File: src/sv/pid_clamped_windowed_derivative_core_macros.svh
// Assertion macros shared by the PID core RTL.
`ifndef PID_CLAMPED_WINDOWED_DERIVATIVE_CORE_MACROS_SVH
`define PID_CLAMPED_WINDOWED_DERIVATIVE_CORE_MACROS_SVH

// Same-cycle implication, disabled during reset.
`define PCWD_ASSERT_IMPL(label, clk, rst, ante, cons) \
   label: assert property (@(posedge clk) disable iff (rst) (ante) |-> (cons)) \
      else $error("pcwd same-cycle check failed");

// Next-cycle implication, disabled during reset.
`define PCWD_ASSERT_NEXT(label, clk, rst, ante, cons) \
   label: assert property (@(posedge clk) disable iff (rst) (ante) |=> (cons)) \
      else $error("pcwd next-cycle check failed");

`endif

File: src/sv/pcwd_pkg.sv
// Types and constants for the clamped-integrator windowed-derivative PID core.
`timescale 1ns / 1ps

package pcwd_pkg;

   localparam int MEAS_W     = 16;
   localparam int TARGET_W   = 10;
   localparam int GAIN_W     = 16;
   localparam int ERR_W      = 18;
   localparam int INT_W      = 14;
   localparam int DELTA_W    = 19;
   localparam int DRIVE_W    = 16;
   localparam int FRAC_SHIFT = 4;    // whole degrees to Q.4
   localparam int PROD_SHIFT = 12;   // Q.12 sum to whole units

   localparam int CSR_INDEX_W = 2;
   localparam int CSR_DATA_W  = 16;

   localparam int INTEGRAL_LIMIT = 4096;
   localparam int TARGET_JUMP    = 10;
   localparam int ROUND_BIAS     = 4095;
   localparam int HALF_MAX       = 16383;
   localparam int HALF_MIN       = -16384;

   localparam logic signed [DRIVE_W-1:0] DRIVE_MAX = 16'sh7FFF;
   localparam logic signed [DRIVE_W-1:0] DRIVE_MIN = 16'sh8000;

   typedef enum logic [0:0] {
      OP_SAMPLE = 1'b0,
      OP_TARGET = 1'b1
   } op_type;

   typedef enum logic [CSR_INDEX_W-1:0] {
      CSR_PGAIN = 2'd0,
      CSR_IGAIN = 2'd1,
      CSR_DGAIN = 2'd2
   } csr_index_type;

   typedef struct packed {
      logic [GAIN_W-1:0] kp;
      logic [GAIN_W-1:0] ki;
      logic [GAIN_W-1:0] kd;
   } gains_type;

   typedef struct packed {
      logic signed [DRIVE_W-1:0] drive;
      logic                      saturated;
   } result_type;

endpackage

File: src/sv/pcwd_req_if.sv
// Request channel: sample or target beat.
`timescale 1ns / 1ps

interface pcwd_req_if;
   logic                                   valid;
   logic                                   ready;
   logic                                   opcode;
   logic signed [pcwd_pkg::MEAS_W-1:0]     measured_value;
   logic        [pcwd_pkg::TARGET_W-1:0]   new_target;

   modport source (output valid, output opcode, output measured_value,
                   output new_target, input ready);
   modport sink   (input valid, input opcode, input measured_value,
                   input new_target, output ready);
endinterface

File: src/sv/pcwd_rsp_if.sv
// Response channel: drive beat.
`timescale 1ns / 1ps

interface pcwd_rsp_if;
   logic                                 valid;
   logic                                 ready;
   logic signed [pcwd_pkg::DRIVE_W-1:0]  drive;
   logic                                 saturated;

   modport source (output valid, output drive, output saturated, input ready);
   modport sink   (input valid, input drive, input saturated, output ready);
endinterface

File: src/sv/pcwd_drive_calc.sv
// Gain products, truncation toward zero, doubling and saturation of the drive.
`timescale 1ns / 1ps

module pcwd_drive_calc #(
   parameter int TOTAL_W = 21
) (
   input  logic signed [pcwd_pkg::ERR_W-1:0] err,
   input  logic signed [pcwd_pkg::INT_W-1:0] integral,
   input  logic signed [TOTAL_W-1:0]         total,
   input  pcwd_pkg::gains_type               gains,
   output pcwd_pkg::result_type              result
);

   localparam int GS_W    = pcwd_pkg::GAIN_W + 1;
   localparam int PP_W    = pcwd_pkg::ERR_W + GS_W;
   localparam int PI_W    = pcwd_pkg::INT_W + GS_W;
   localparam int PD_W    = TOTAL_W + GS_W;
   localparam int SUM_W   = PD_W + 2;
   localparam int WHOLE_W = SUM_W - pcwd_pkg::PROD_SHIFT;

   localparam logic signed [WHOLE_W-1:0] WHOLE_MAX = WHOLE_W'(pcwd_pkg::HALF_MAX);
   localparam logic signed [WHOLE_W-1:0] WHOLE_MIN = WHOLE_W'(pcwd_pkg::HALF_MIN);

   logic signed [GS_W-1:0]    kp_s;
   logic signed [GS_W-1:0]    ki_s;
   logic signed [GS_W-1:0]    kd_s;
   logic signed [PP_W-1:0]    prod_p;
   logic signed [PI_W-1:0]    prod_i;
   logic signed [PD_W-1:0]    prod_d;
   logic signed [SUM_W-1:0]   sum;
   logic signed [SUM_W-1:0]   biased;
   logic signed [WHOLE_W-1:0] whole;

   always_comb begin
      kp_s   = $signed({1'b0, gains.kp});
      ki_s   = $signed({1'b0, gains.ki});
      kd_s   = $signed({1'b0, gains.kd});
      prod_p = err * kp_s;
      prod_i = integral * ki_s;
      prod_d = total * kd_s;
      sum    = SUM_W'(prod_p) + SUM_W'(prod_i) + SUM_W'(prod_d);
      // truncate toward zero: bias negatives before the arithmetic shift
      biased = sum[SUM_W-1] ? sum + SUM_W'(pcwd_pkg::ROUND_BIAS) : sum;
      whole  = WHOLE_W'(biased >>> pcwd_pkg::PROD_SHIFT);

      priority if (whole > WHOLE_MAX) begin
         result.drive     = pcwd_pkg::DRIVE_MAX;
         result.saturated = 1'b1;
      end else if (whole < WHOLE_MIN) begin
         result.drive     = pcwd_pkg::DRIVE_MIN;
         result.saturated = 1'b1;
      end else begin
         result.drive     = {whole[pcwd_pkg::DRIVE_W-2:0], 1'b0};
         result.saturated = 1'b0;
      end
   end

endmodule

File: src/sv/pid_clamped_windowed_derivative_core.sv
// PID core: state update at accept, operand register, drive computation, result register.
// A sample beat's operands are captured in the operand register at accept, and its drive in the result register.
// Throughput: one beat per cycle while the result register is not stalled; the state registers update at accept.
// Target beats update the setpoint (and may clear the dynamics) and give no response.
// Synchronous reset clears the gains, setpoint, integrator, delta ring and the valid bits of both stages.
`timescale 1ns / 1ps
`include "pid_clamped_windowed_derivative_core_macros.svh"

module pid_clamped_windowed_derivative_core #(
   parameter int WINDOW = 4
) (
   input  logic                                  clock,
   input  logic                                  reset,
   pcwd_req_if.sink                              req_bus,
   pcwd_rsp_if.source                            rsp_bus,
   input  logic                                  csr_write_enable,
   input  logic [pcwd_pkg::CSR_INDEX_W-1:0]      csr_index,
   input  logic [pcwd_pkg::CSR_DATA_W-1:0]       csr_write_data
);

   localparam int POS_W   = (WINDOW > 1) ? $clog2(WINDOW) : 1;
   localparam int TOTAL_W = pcwd_pkg::DELTA_W + $clog2(WINDOW);
   localparam int ISUM_W  = pcwd_pkg::ERR_W + 1;
   localparam int DIFF_W  = pcwd_pkg::TARGET_W + 1;

   localparam logic signed [ISUM_W-1:0] ILIM_HI = ISUM_W'(pcwd_pkg::INTEGRAL_LIMIT);
   localparam logic signed [ISUM_W-1:0] ILIM_LO = ISUM_W'(-pcwd_pkg::INTEGRAL_LIMIT);
   localparam logic signed [DIFF_W-1:0] JUMP_HI = DIFF_W'(pcwd_pkg::TARGET_JUMP);
   localparam logic signed [DIFF_W-1:0] JUMP_LO = DIFF_W'(-pcwd_pkg::TARGET_JUMP);

   // configuration
   pcwd_pkg::gains_type gains_ff, gains_in;

   // controller state
   logic [pcwd_pkg::TARGET_W-1:0]        setpoint_ff, setpoint_in;
   logic signed [pcwd_pkg::INT_W-1:0]    integral_ff, integral_in;
   logic signed [pcwd_pkg::ERR_W-1:0]    prev_err_ff, prev_err_in;
   logic signed [pcwd_pkg::DELTA_W-1:0]  ring_ff [WINDOW];
   logic [POS_W-1:0]                     pos_ff, pos_in;
   logic signed [TOTAL_W-1:0]            total_ff, total_in;

   // operand stage and result stage
   logic                                 s1_valid_ff, s1_valid_in;
   logic signed [pcwd_pkg::ERR_W-1:0]    s1_err_ff;
   logic signed [pcwd_pkg::INT_W-1:0]    s1_int_ff;
   logic signed [TOTAL_W-1:0]            s1_total_ff;
   logic                                 rsp_valid_ff, rsp_valid_in;
   pcwd_pkg::result_type                 rsp_ff, calc_result;

   logic                                 accept;
   logic                                 sample_accept;
   logic                                 target_accept;
   logic                                 rsp_advance;
   logic                                 jump;
   logic signed [pcwd_pkg::ERR_W-1:0]    err;
   logic signed [ISUM_W-1:0]             isum;
   logic signed [pcwd_pkg::DELTA_W-1:0]  delta;
   logic signed [DIFF_W-1:0]             diff;

   logic                                 int_in_range;
   logic                                 drive_at_rail;
   logic                                 dyn_cleared;

   // ---------------------------------------------------------------- handshake
   assign rsp_advance   = !rsp_valid_ff || rsp_bus.ready;
   assign req_bus.ready = !s1_valid_ff || rsp_advance;
   assign accept        = req_bus.valid && req_bus.ready;
   assign sample_accept = accept && (req_bus.opcode == pcwd_pkg::OP_SAMPLE);
   assign target_accept = accept && (req_bus.opcode == pcwd_pkg::OP_TARGET);

   always_comb begin
      s1_valid_in  = sample_accept ? 1'b1 : (rsp_advance ? 1'b0 : s1_valid_ff);
      rsp_valid_in = rsp_advance ? s1_valid_ff : rsp_valid_ff;
   end

   // ---------------------------------------------------------------- gains
   always_comb begin
      gains_in = gains_ff;
      if (csr_write_enable) begin
         unique case (csr_index)
            pcwd_pkg::CSR_PGAIN: gains_in.kp = csr_write_data;
            pcwd_pkg::CSR_IGAIN: gains_in.ki = csr_write_data;
            pcwd_pkg::CSR_DGAIN: gains_in.kd = csr_write_data;
            default: ;
         endcase
      end
   end

   // ---------------------------------------------------------------- state update
   always_comb begin
      err   = $signed({4'b0, setpoint_ff, pcwd_pkg::FRAC_SHIFT'(0)})
              - pcwd_pkg::ERR_W'(req_bus.measured_value);
      isum  = ISUM_W'(integral_ff) + ISUM_W'(err);
      delta = pcwd_pkg::DELTA_W'(err) - pcwd_pkg::DELTA_W'(prev_err_ff);
      diff  = $signed({1'b0, setpoint_ff}) - $signed({1'b0, req_bus.new_target});
      jump  = (diff > JUMP_HI) || (diff < JUMP_LO);

      setpoint_in = setpoint_ff;
      integral_in = integral_ff;
      prev_err_in = prev_err_ff;
      pos_in      = pos_ff;
      total_in    = total_ff;

      if (sample_accept) begin
         priority if (isum > ILIM_HI) begin
            integral_in = pcwd_pkg::INT_W'(ILIM_HI);
         end else if (isum < ILIM_LO) begin
            integral_in = pcwd_pkg::INT_W'(ILIM_LO);
         end else begin
            integral_in = pcwd_pkg::INT_W'(isum);
         end
         prev_err_in = err;
         // oldest delta leaves the window, newest enters
         total_in    = total_ff - TOTAL_W'(ring_ff[pos_ff]) + TOTAL_W'(delta);
         pos_in      = (pos_ff == POS_W'(WINDOW - 1)) ? '0 : pos_ff + POS_W'(1);
      end else if (target_accept) begin
         setpoint_in = req_bus.new_target;
         if (jump) begin
            integral_in = '0;
            prev_err_in = '0;
            pos_in      = '0;
            total_in    = '0;
         end
      end
   end

   always_ff @(posedge clock) begin
      if (reset) begin
         gains_ff     <= '0;
         setpoint_ff  <= '0;
         integral_ff  <= '0;
         prev_err_ff  <= '0;
         pos_ff       <= '0;
         total_ff     <= '0;
         s1_valid_ff  <= 1'b0;
         rsp_valid_ff <= 1'b0;
      end else begin
         gains_ff     <= gains_in;
         setpoint_ff  <= setpoint_in;
         integral_ff  <= integral_in;
         prev_err_ff  <= prev_err_in;
         pos_ff       <= pos_in;
         total_ff     <= total_in;
         s1_valid_ff  <= s1_valid_in;
         rsp_valid_ff <= rsp_valid_in;
      end
   end

   always_ff @(posedge clock) begin
      if (reset) begin
         for (int i = 0; i < WINDOW; i++) begin
            ring_ff[i] <= '0;
         end
      end else if (target_accept && jump) begin
         for (int i = 0; i < WINDOW; i++) begin
            ring_ff[i] <= '0;
         end
      end else if (sample_accept) begin
         ring_ff[pos_ff] <= delta;
      end
   end

   // ---------------------------------------------------------------- datapath regs
   always_ff @(posedge clock) begin
      if (sample_accept) begin
         s1_err_ff   <= err;
         s1_int_ff   <= integral_in;
         s1_total_ff <= total_in;
      end
      if (rsp_advance && s1_valid_ff) begin
         rsp_ff <= calc_result;
      end
   end

   pcwd_drive_calc #(
      .TOTAL_W (TOTAL_W)
   ) u_drive_calc (
      .err      (s1_err_ff),
      .integral (s1_int_ff),
      .total    (s1_total_ff),
      .gains    (gains_ff),
      .result   (calc_result)
   );

   assign rsp_bus.valid     = rsp_valid_ff;
   assign rsp_bus.drive     = rsp_ff.drive;
   assign rsp_bus.saturated = rsp_ff.saturated;

   // ---------------------------------------------------------------- assertions
   assign int_in_range  = (integral_ff <= pcwd_pkg::INTEGRAL_LIMIT)
                          && (integral_ff >= -pcwd_pkg::INTEGRAL_LIMIT);
   assign drive_at_rail = (rsp_bus.drive == pcwd_pkg::DRIVE_MAX)
                          || (rsp_bus.drive == pcwd_pkg::DRIVE_MIN);
   assign dyn_cleared   = (integral_ff == '0) && (total_ff == '0) && (pos_ff == '0)
                          && (prev_err_ff == '0);

   `PCWD_ASSERT_IMPL(a_int_clamped, clock, reset, 1'b1, int_in_range)
   `PCWD_ASSERT_IMPL(a_pos_range, clock, reset, 1'b1, pos_ff <= POS_W'(WINDOW - 1))
   `PCWD_ASSERT_IMPL(a_sat_drive, clock, reset, rsp_bus.valid && rsp_bus.saturated, drive_at_rail)
   `PCWD_ASSERT_NEXT(a_jump_clears, clock, reset, target_accept && jump, dyn_cleared)

endmodule
File: src/flat_wrapper.sv
// flat-port wrapper written by rule: the top's interface ports become plain ports
module pid_clamped_windowed_derivative_core_flat 
#(
   parameter int WINDOW = 4
)
  (clock, reset, csr_write_enable, csr_index, csr_write_data, req_bus_valid, req_bus_opcode, req_bus_measured_value, req_bus_new_target, req_bus_ready, rsp_bus_valid, rsp_bus_drive, rsp_bus_saturated, rsp_bus_ready);
  pcwd_req_if req_bus_i ();
  pcwd_rsp_if rsp_bus_i ();
  input  logic clock;
  input  logic reset;
  input  logic csr_write_enable;
  input  logic [pcwd_pkg::CSR_INDEX_W-1:0] csr_index;
  input  logic [pcwd_pkg::CSR_DATA_W-1:0] csr_write_data;
  input wire logic [$bits(req_bus_i.valid)-1:0] req_bus_valid;
  input wire logic [$bits(req_bus_i.opcode)-1:0] req_bus_opcode;
  input wire logic [$bits(req_bus_i.measured_value)-1:0] req_bus_measured_value;
  input wire logic [$bits(req_bus_i.new_target)-1:0] req_bus_new_target;
  output wire logic [$bits(req_bus_i.ready)-1:0] req_bus_ready;
  output wire logic [$bits(rsp_bus_i.valid)-1:0] rsp_bus_valid;
  output wire logic [$bits(rsp_bus_i.drive)-1:0] rsp_bus_drive;
  output wire logic [$bits(rsp_bus_i.saturated)-1:0] rsp_bus_saturated;
  input wire logic [$bits(rsp_bus_i.ready)-1:0] rsp_bus_ready;
  assign req_bus_i.valid = req_bus_valid;
  assign req_bus_i.opcode = req_bus_opcode;
  assign req_bus_i.measured_value = req_bus_measured_value;
  assign req_bus_i.new_target = req_bus_new_target;
  assign req_bus_ready = req_bus_i.ready;
  assign rsp_bus_valid = rsp_bus_i.valid;
  assign rsp_bus_drive = rsp_bus_i.drive;
  assign rsp_bus_saturated = rsp_bus_i.saturated;
  assign rsp_bus_i.ready = rsp_bus_ready;
  pid_clamped_windowed_derivative_core #(.WINDOW(WINDOW)) u_core (.clock(clock), .reset(reset), .req_bus(req_bus_i), .rsp_bus(rsp_bus_i), .csr_write_enable(csr_write_enable), .csr_index(csr_index), .csr_write_data(csr_write_data));
endmodule
File: config.mk
export PLATFORM = sky130hd
export DESIGN_NAME = pid_clamped_windowed_derivative_core_flat
export DESIGN_NICKNAME = d
export VERILOG_FILES = /design/src/sv/pcwd_pkg.sv /design/src/sv/pcwd_req_if.sv /design/src/sv/pcwd_rsp_if.sv /design/src/sv/pcwd_drive_calc.sv /design/src/sv/pid_clamped_windowed_derivative_core.sv /design/src/flat_wrapper.sv
export VERILOG_INCLUDE_DIRS = /design/src /design/src/sv
export SDC_FILE = /design/constraint.sdc
export NUM_CORES = 2
export LEC_CHECK = 0
export BUFFER_PORTS_ARGS = -buffer_cell sky130_fd_sc_hd__buf_2
export CORE_ASPECT_RATIO = 1.25
export CORE_MARGIN = 3
export CORE_UTILIZATION = 45
export DETAILED_ROUTE_END_ITERATION = 12
export PLACE_DENSITY_LB_ADDON = 0.12
export SLEW_MARGIN = 15
export SYNTH_ARGS = -nofsm -noshare
export SYNTH_HDL_FRONTEND = slang
export SYNTH_HIERARCHICAL = 1
export SYNTH_SLANG_ARGS = --single-unit
File: constraint.sdc
create_clock -name clock -period 11.8 [get_ports clock]
set_clock_uncertainty 0.2 [all_clocks]
set_input_delay 0 -clock clock [delete_from_list [all_inputs] [get_ports clock]]
set_output_delay 0 -clock clock [all_outputs]
set_load 0.005 [all_outputs]
==> impl_metrics.yaml <==
setup_path:
  crit_arrival_ps: 10920
  worstSetupPathType: "reg2reg"
  critPathRequiredTime_ps: 11890
  cp-end-kind: "flip-flop"
  cp_slowest_stage_delay_ps: 1000
  cpMostUsedCell: "fa_1"
  path_max_fanout: 22
  critPathLaunchType: "flip-flop"
  ff2ff_setup_slack_ps: 970
  r2r_end: "u_core/rsp_bus.saturated$_DFFE_PP_"
  slowest_stage: "dfxtp_1"
  reg2regPathDepth: 28
  r2r_start: "u_core/gains_ff[3]$_SDFFE_PP0P_"
logic_synthesis:
  synth_top_family_by_area: "adder cells"
  synth_compound_area_share_pct: 8.04
  yosysSeqAreaShare_pct: 13.9
  synth-xor-area-share_pct: 1.92
  syn_inst: 5092
  mappedNetlistNets: 6438
  synth_area_leaders: "fa_1 (40%), inv_1 (9.7%), edfxtp_1 (9.1%)"
  yosys.area_share.simple_pct: 15.0
  synth_edf_count: 145
  synth_ff_type: "edfxtp_1"
  synth_fa_ha_area_share_pct: 48.7
  ys_types: 110
  syn-cell-area_sq_um: 48000
  synth_area_leader_cell: "fa_1"
  synth_top_area_share_pct: 39.6
  ys_ff_latch: 261
  yosys_warnings: 6
  postSynthAreaPerCell_sq_um: 9.42
  synthArstFlopShare_pct: 0
  synthMuxAreaShare_pct: 1.00
floorplanning:
  die_area_sq_um: 111000
  die_y_um: 371
  pin_count: 69
  start_util_pct: 45.5
  die_w_um: 298
  floorplan.rows: 133
  core_area_sq_um: 106000
final_layout:
  drive_gt1_share_pct: 5.59
  synthToLayoutAreaGrowth_pct: 6.90
  num-fill-cells: 10219
  layout.nets: 6438
drt:
  drc_errors: 0
  first_pass_iters: 5
  drtIter0Drc: 1696
  detail_route.wl_per_cell_um: 20.3
  ant_nets: 0
  dr_total_vias: 33877
  viasPerCell: 5.18
  wirelength_mm: 133
clocking:
  cts-root-buf: "clkbuf_16"
  cts_resized: 0
  cts.sinks: 261
  cts_buffer_depth: 3
  insertion_delay_ps: 580
  hold_buffers: 49
  path_clk_slew_ps: 60
  cts_inserted_buffers: 36
  tritoncts: "done"
  postCtsSetupRepairBufs: 0
  cts_max_level: 2
power_and_ir_drop:
  powerDensity_nw_per_um2: 195
  peakVddDrop_mv: 0.191
  p_leak_nw: 25.0
run:
  drv_cap: 0
placement:
  place.gp.congestion: 0.888
  place_ws_ps: 908
  hpwlAfterDp_mm: 110
  port_buffers: 68
timing:
  period_minus_slack_ps: 10830
  setup_viol: 0
  fin_tns_setup_ps: 0
  fmax_mhz: 92.3
  fin_ws_ps: 969
  period_share_pct: 91.8
  tightest_slew_ps: 1140
  max_slew_margin_pct: 24.0
  rsz0062_at_grt: "false"
  drv_slew: 0
  hold_viol: 0
global_route:
  grt_max_degree: 71
  grt_pass1_wl_mm: 212
  track_usage_pct: 24.8
  overflow: 0
  antenna_found_initial: 1
  first_global_vias: 37230
min_path:
  hp-start: "req_bus_measured_value[9]"
  worstHoldPathCells: 7
  hold_end: "u_core/prev_err_ff[9]$_SDFFE_PP0P_"
  hold_class: "in2reg"
run_status:
  run_status: "finished, final reports clean"
power breakdown:
| part | switching [mW] | leakage, nW | internal, mW |
|---|---|---|---|
| Clock | 0.470 | 0.577 | 0.661 |
| Combinational | 4.64 | 22.0 | 2.87 |
| Sequential | 0.192 | 2.43 | 1.18 |
critical path: cells and delay by family (launching register included):
| family | cells | cell delay, ps |
|---|---|---|
| AO/OA/AOI/OAI | 5 | 1690 |
| adder cells (fa/ha/maj) | 10 | 4980 |
| buffers and inverters | 6 | 780 |
| flip-flops | 1 | 1000 |
| multiplexers | 1 | 360 |
| AND/OR/NAND/NOR | 6 | 1530 |
through the flow:
step           power (mW)  util [%]  instance area (sq um)  cells  hold slack, ps
5_1_grt              11.1      48.6                  51300   6537            73.1
6_report             10.0      48.6                  51300   6538            45.4
3_5_place_dp         8.89      47.0                  49600   6422            81.6
3_3_place_gp         8.83      47.0                  49600   6422            72.0
4_1_cts              10.1      48.6                  51300   6537            4.97
2_1_floorplan        7.00         -                  48000   5092            -101
placed cells by master, fill, tap and decap left out, types with 43 or more instances in the layout:
master            n
and2_1          424
inv_1          1234
edfxtp_1        145
dfxtp_1         115
fa_1            950
nor2_1          132
xnor2_1          65
nand2_1         616
dlygate4sd3_1    49
o21ai_0          61
ha_1            346
buf_4            43
buf_2            68
a21oi_1         153
area by class of cell:
cell class | count | area, sq um | share of cell area (%)
Antenna cell | 1 | 2.50 | 0.00488
Clock buffer | 43 | 927 | 1.81
Clock inverter | 23 | 273 | 0.532
Inverter | 1236 | 4640 | 9.05
Multi-Input combinational cell | 3397 | 35800 | 69.9
Sequential cell | 261 | 6680 | 13.0
Tap cell | 1417 | 1770 | 3.46
Timing Repair Buffer | 160 | 1150 | 2.25
metal layers:
| metal | GRT usage (%) | share of wire [%] |
|---|---|---|
| met1 | 30.3 | 41 |
| met2 | 44.5 | 51 |
| met3 | 2.56 | 3.4 |
| met4 | 10.6 | 5.1 |
| met5 | 0 | 0 |
sequential cells by signal, summed over array words and instances, names as in the netlist, named ones only:
signal and flops:
u_core/ring_ff 76, u_core/gains_ff 48, u_core/s1_total_ff 21, u_core/total_ff 21, u_core/prev_err_ff 17, u_core/s1_err_ff 17, u_core/rsp_bus.drive 16, u_core/integral_ff 14
u_core/s1_int_ff 14, u_core/setpoint_ff 10, u_core/pos_ff 2, u_core/rsp_bus.saturated 1, u_core/rsp_bus.valid 1, u_core/s1_valid_ff 1
logic make-up (layout without fill, tap and decap cells):
logic type	Yosys count	after routing
mux	24	24
flops	261	261
buf+inv	1434	1462
other cells	0	1
compound gates	537	537
simple gates	1435	1435
fa+ha+maj	1296	1296
xor+xnor	105	105
synthesized netlist by cell type (13+ instances only):
cell / n
nand4_1: 21
nor3b_1: 13
and2_1: 424
nand2_1: 616
inv_1: 1235
nor2_1: 133
or3_1: 21
a22o_1: 18
fa_1: 950
ha_1: 346
o21a_1: 28
mux4_2: 19
nand2b_1: 14
xnor2_1: 65
dfxtp_1: 116
a211oi_1: 21
edfxtp_1: 145
nand3_1: 40
a21oi_1: 153
xor2_1: 40
and3_1: 26
nor2b_1: 32
a21o_1: 38
o21ai_1: 13
buf_2: 14
clkbuf_1: 169
o21ai_2: 33
o21ai_0: 61
o32ai_1: 20
o211ai_1: 13
nor3_1: 31
how the worst max path moves through the flow:
stage	to	startpoint	cells after the start
after floorplan	u_core/rsp_bus.drive[6]$_DFFE_PP_	u_core/s1_err_ff[16]$_DFFE_PP_	33
after global placement	u_core/rsp_bus.saturated$_DFFE_PP_	u_core/gains_ff[3]$_SDFFE_PP0P_	28
after detailed placement	u_core/rsp_bus.drive[6]$_DFFE_PP_	u_core/gains_ff[3]$_SDFFE_PP0P_	28
after CTS	u_core/rsp_bus.drive[6]$_DFFE_PP_	u_core/gains_ff[3]$_SDFFE_PP0P_	28
after global routing	u_core/rsp_bus.saturated$_DFFE_PP_	u_core/gains_ff[3]$_SDFFE_PP0P_	28
final	u_core/rsp_bus.saturated$_DFFE_PP_	u_core/gains_ff[3]$_SDFFE_PP0P_	28
Note: power is estimated with default switching activity, not from simulation.
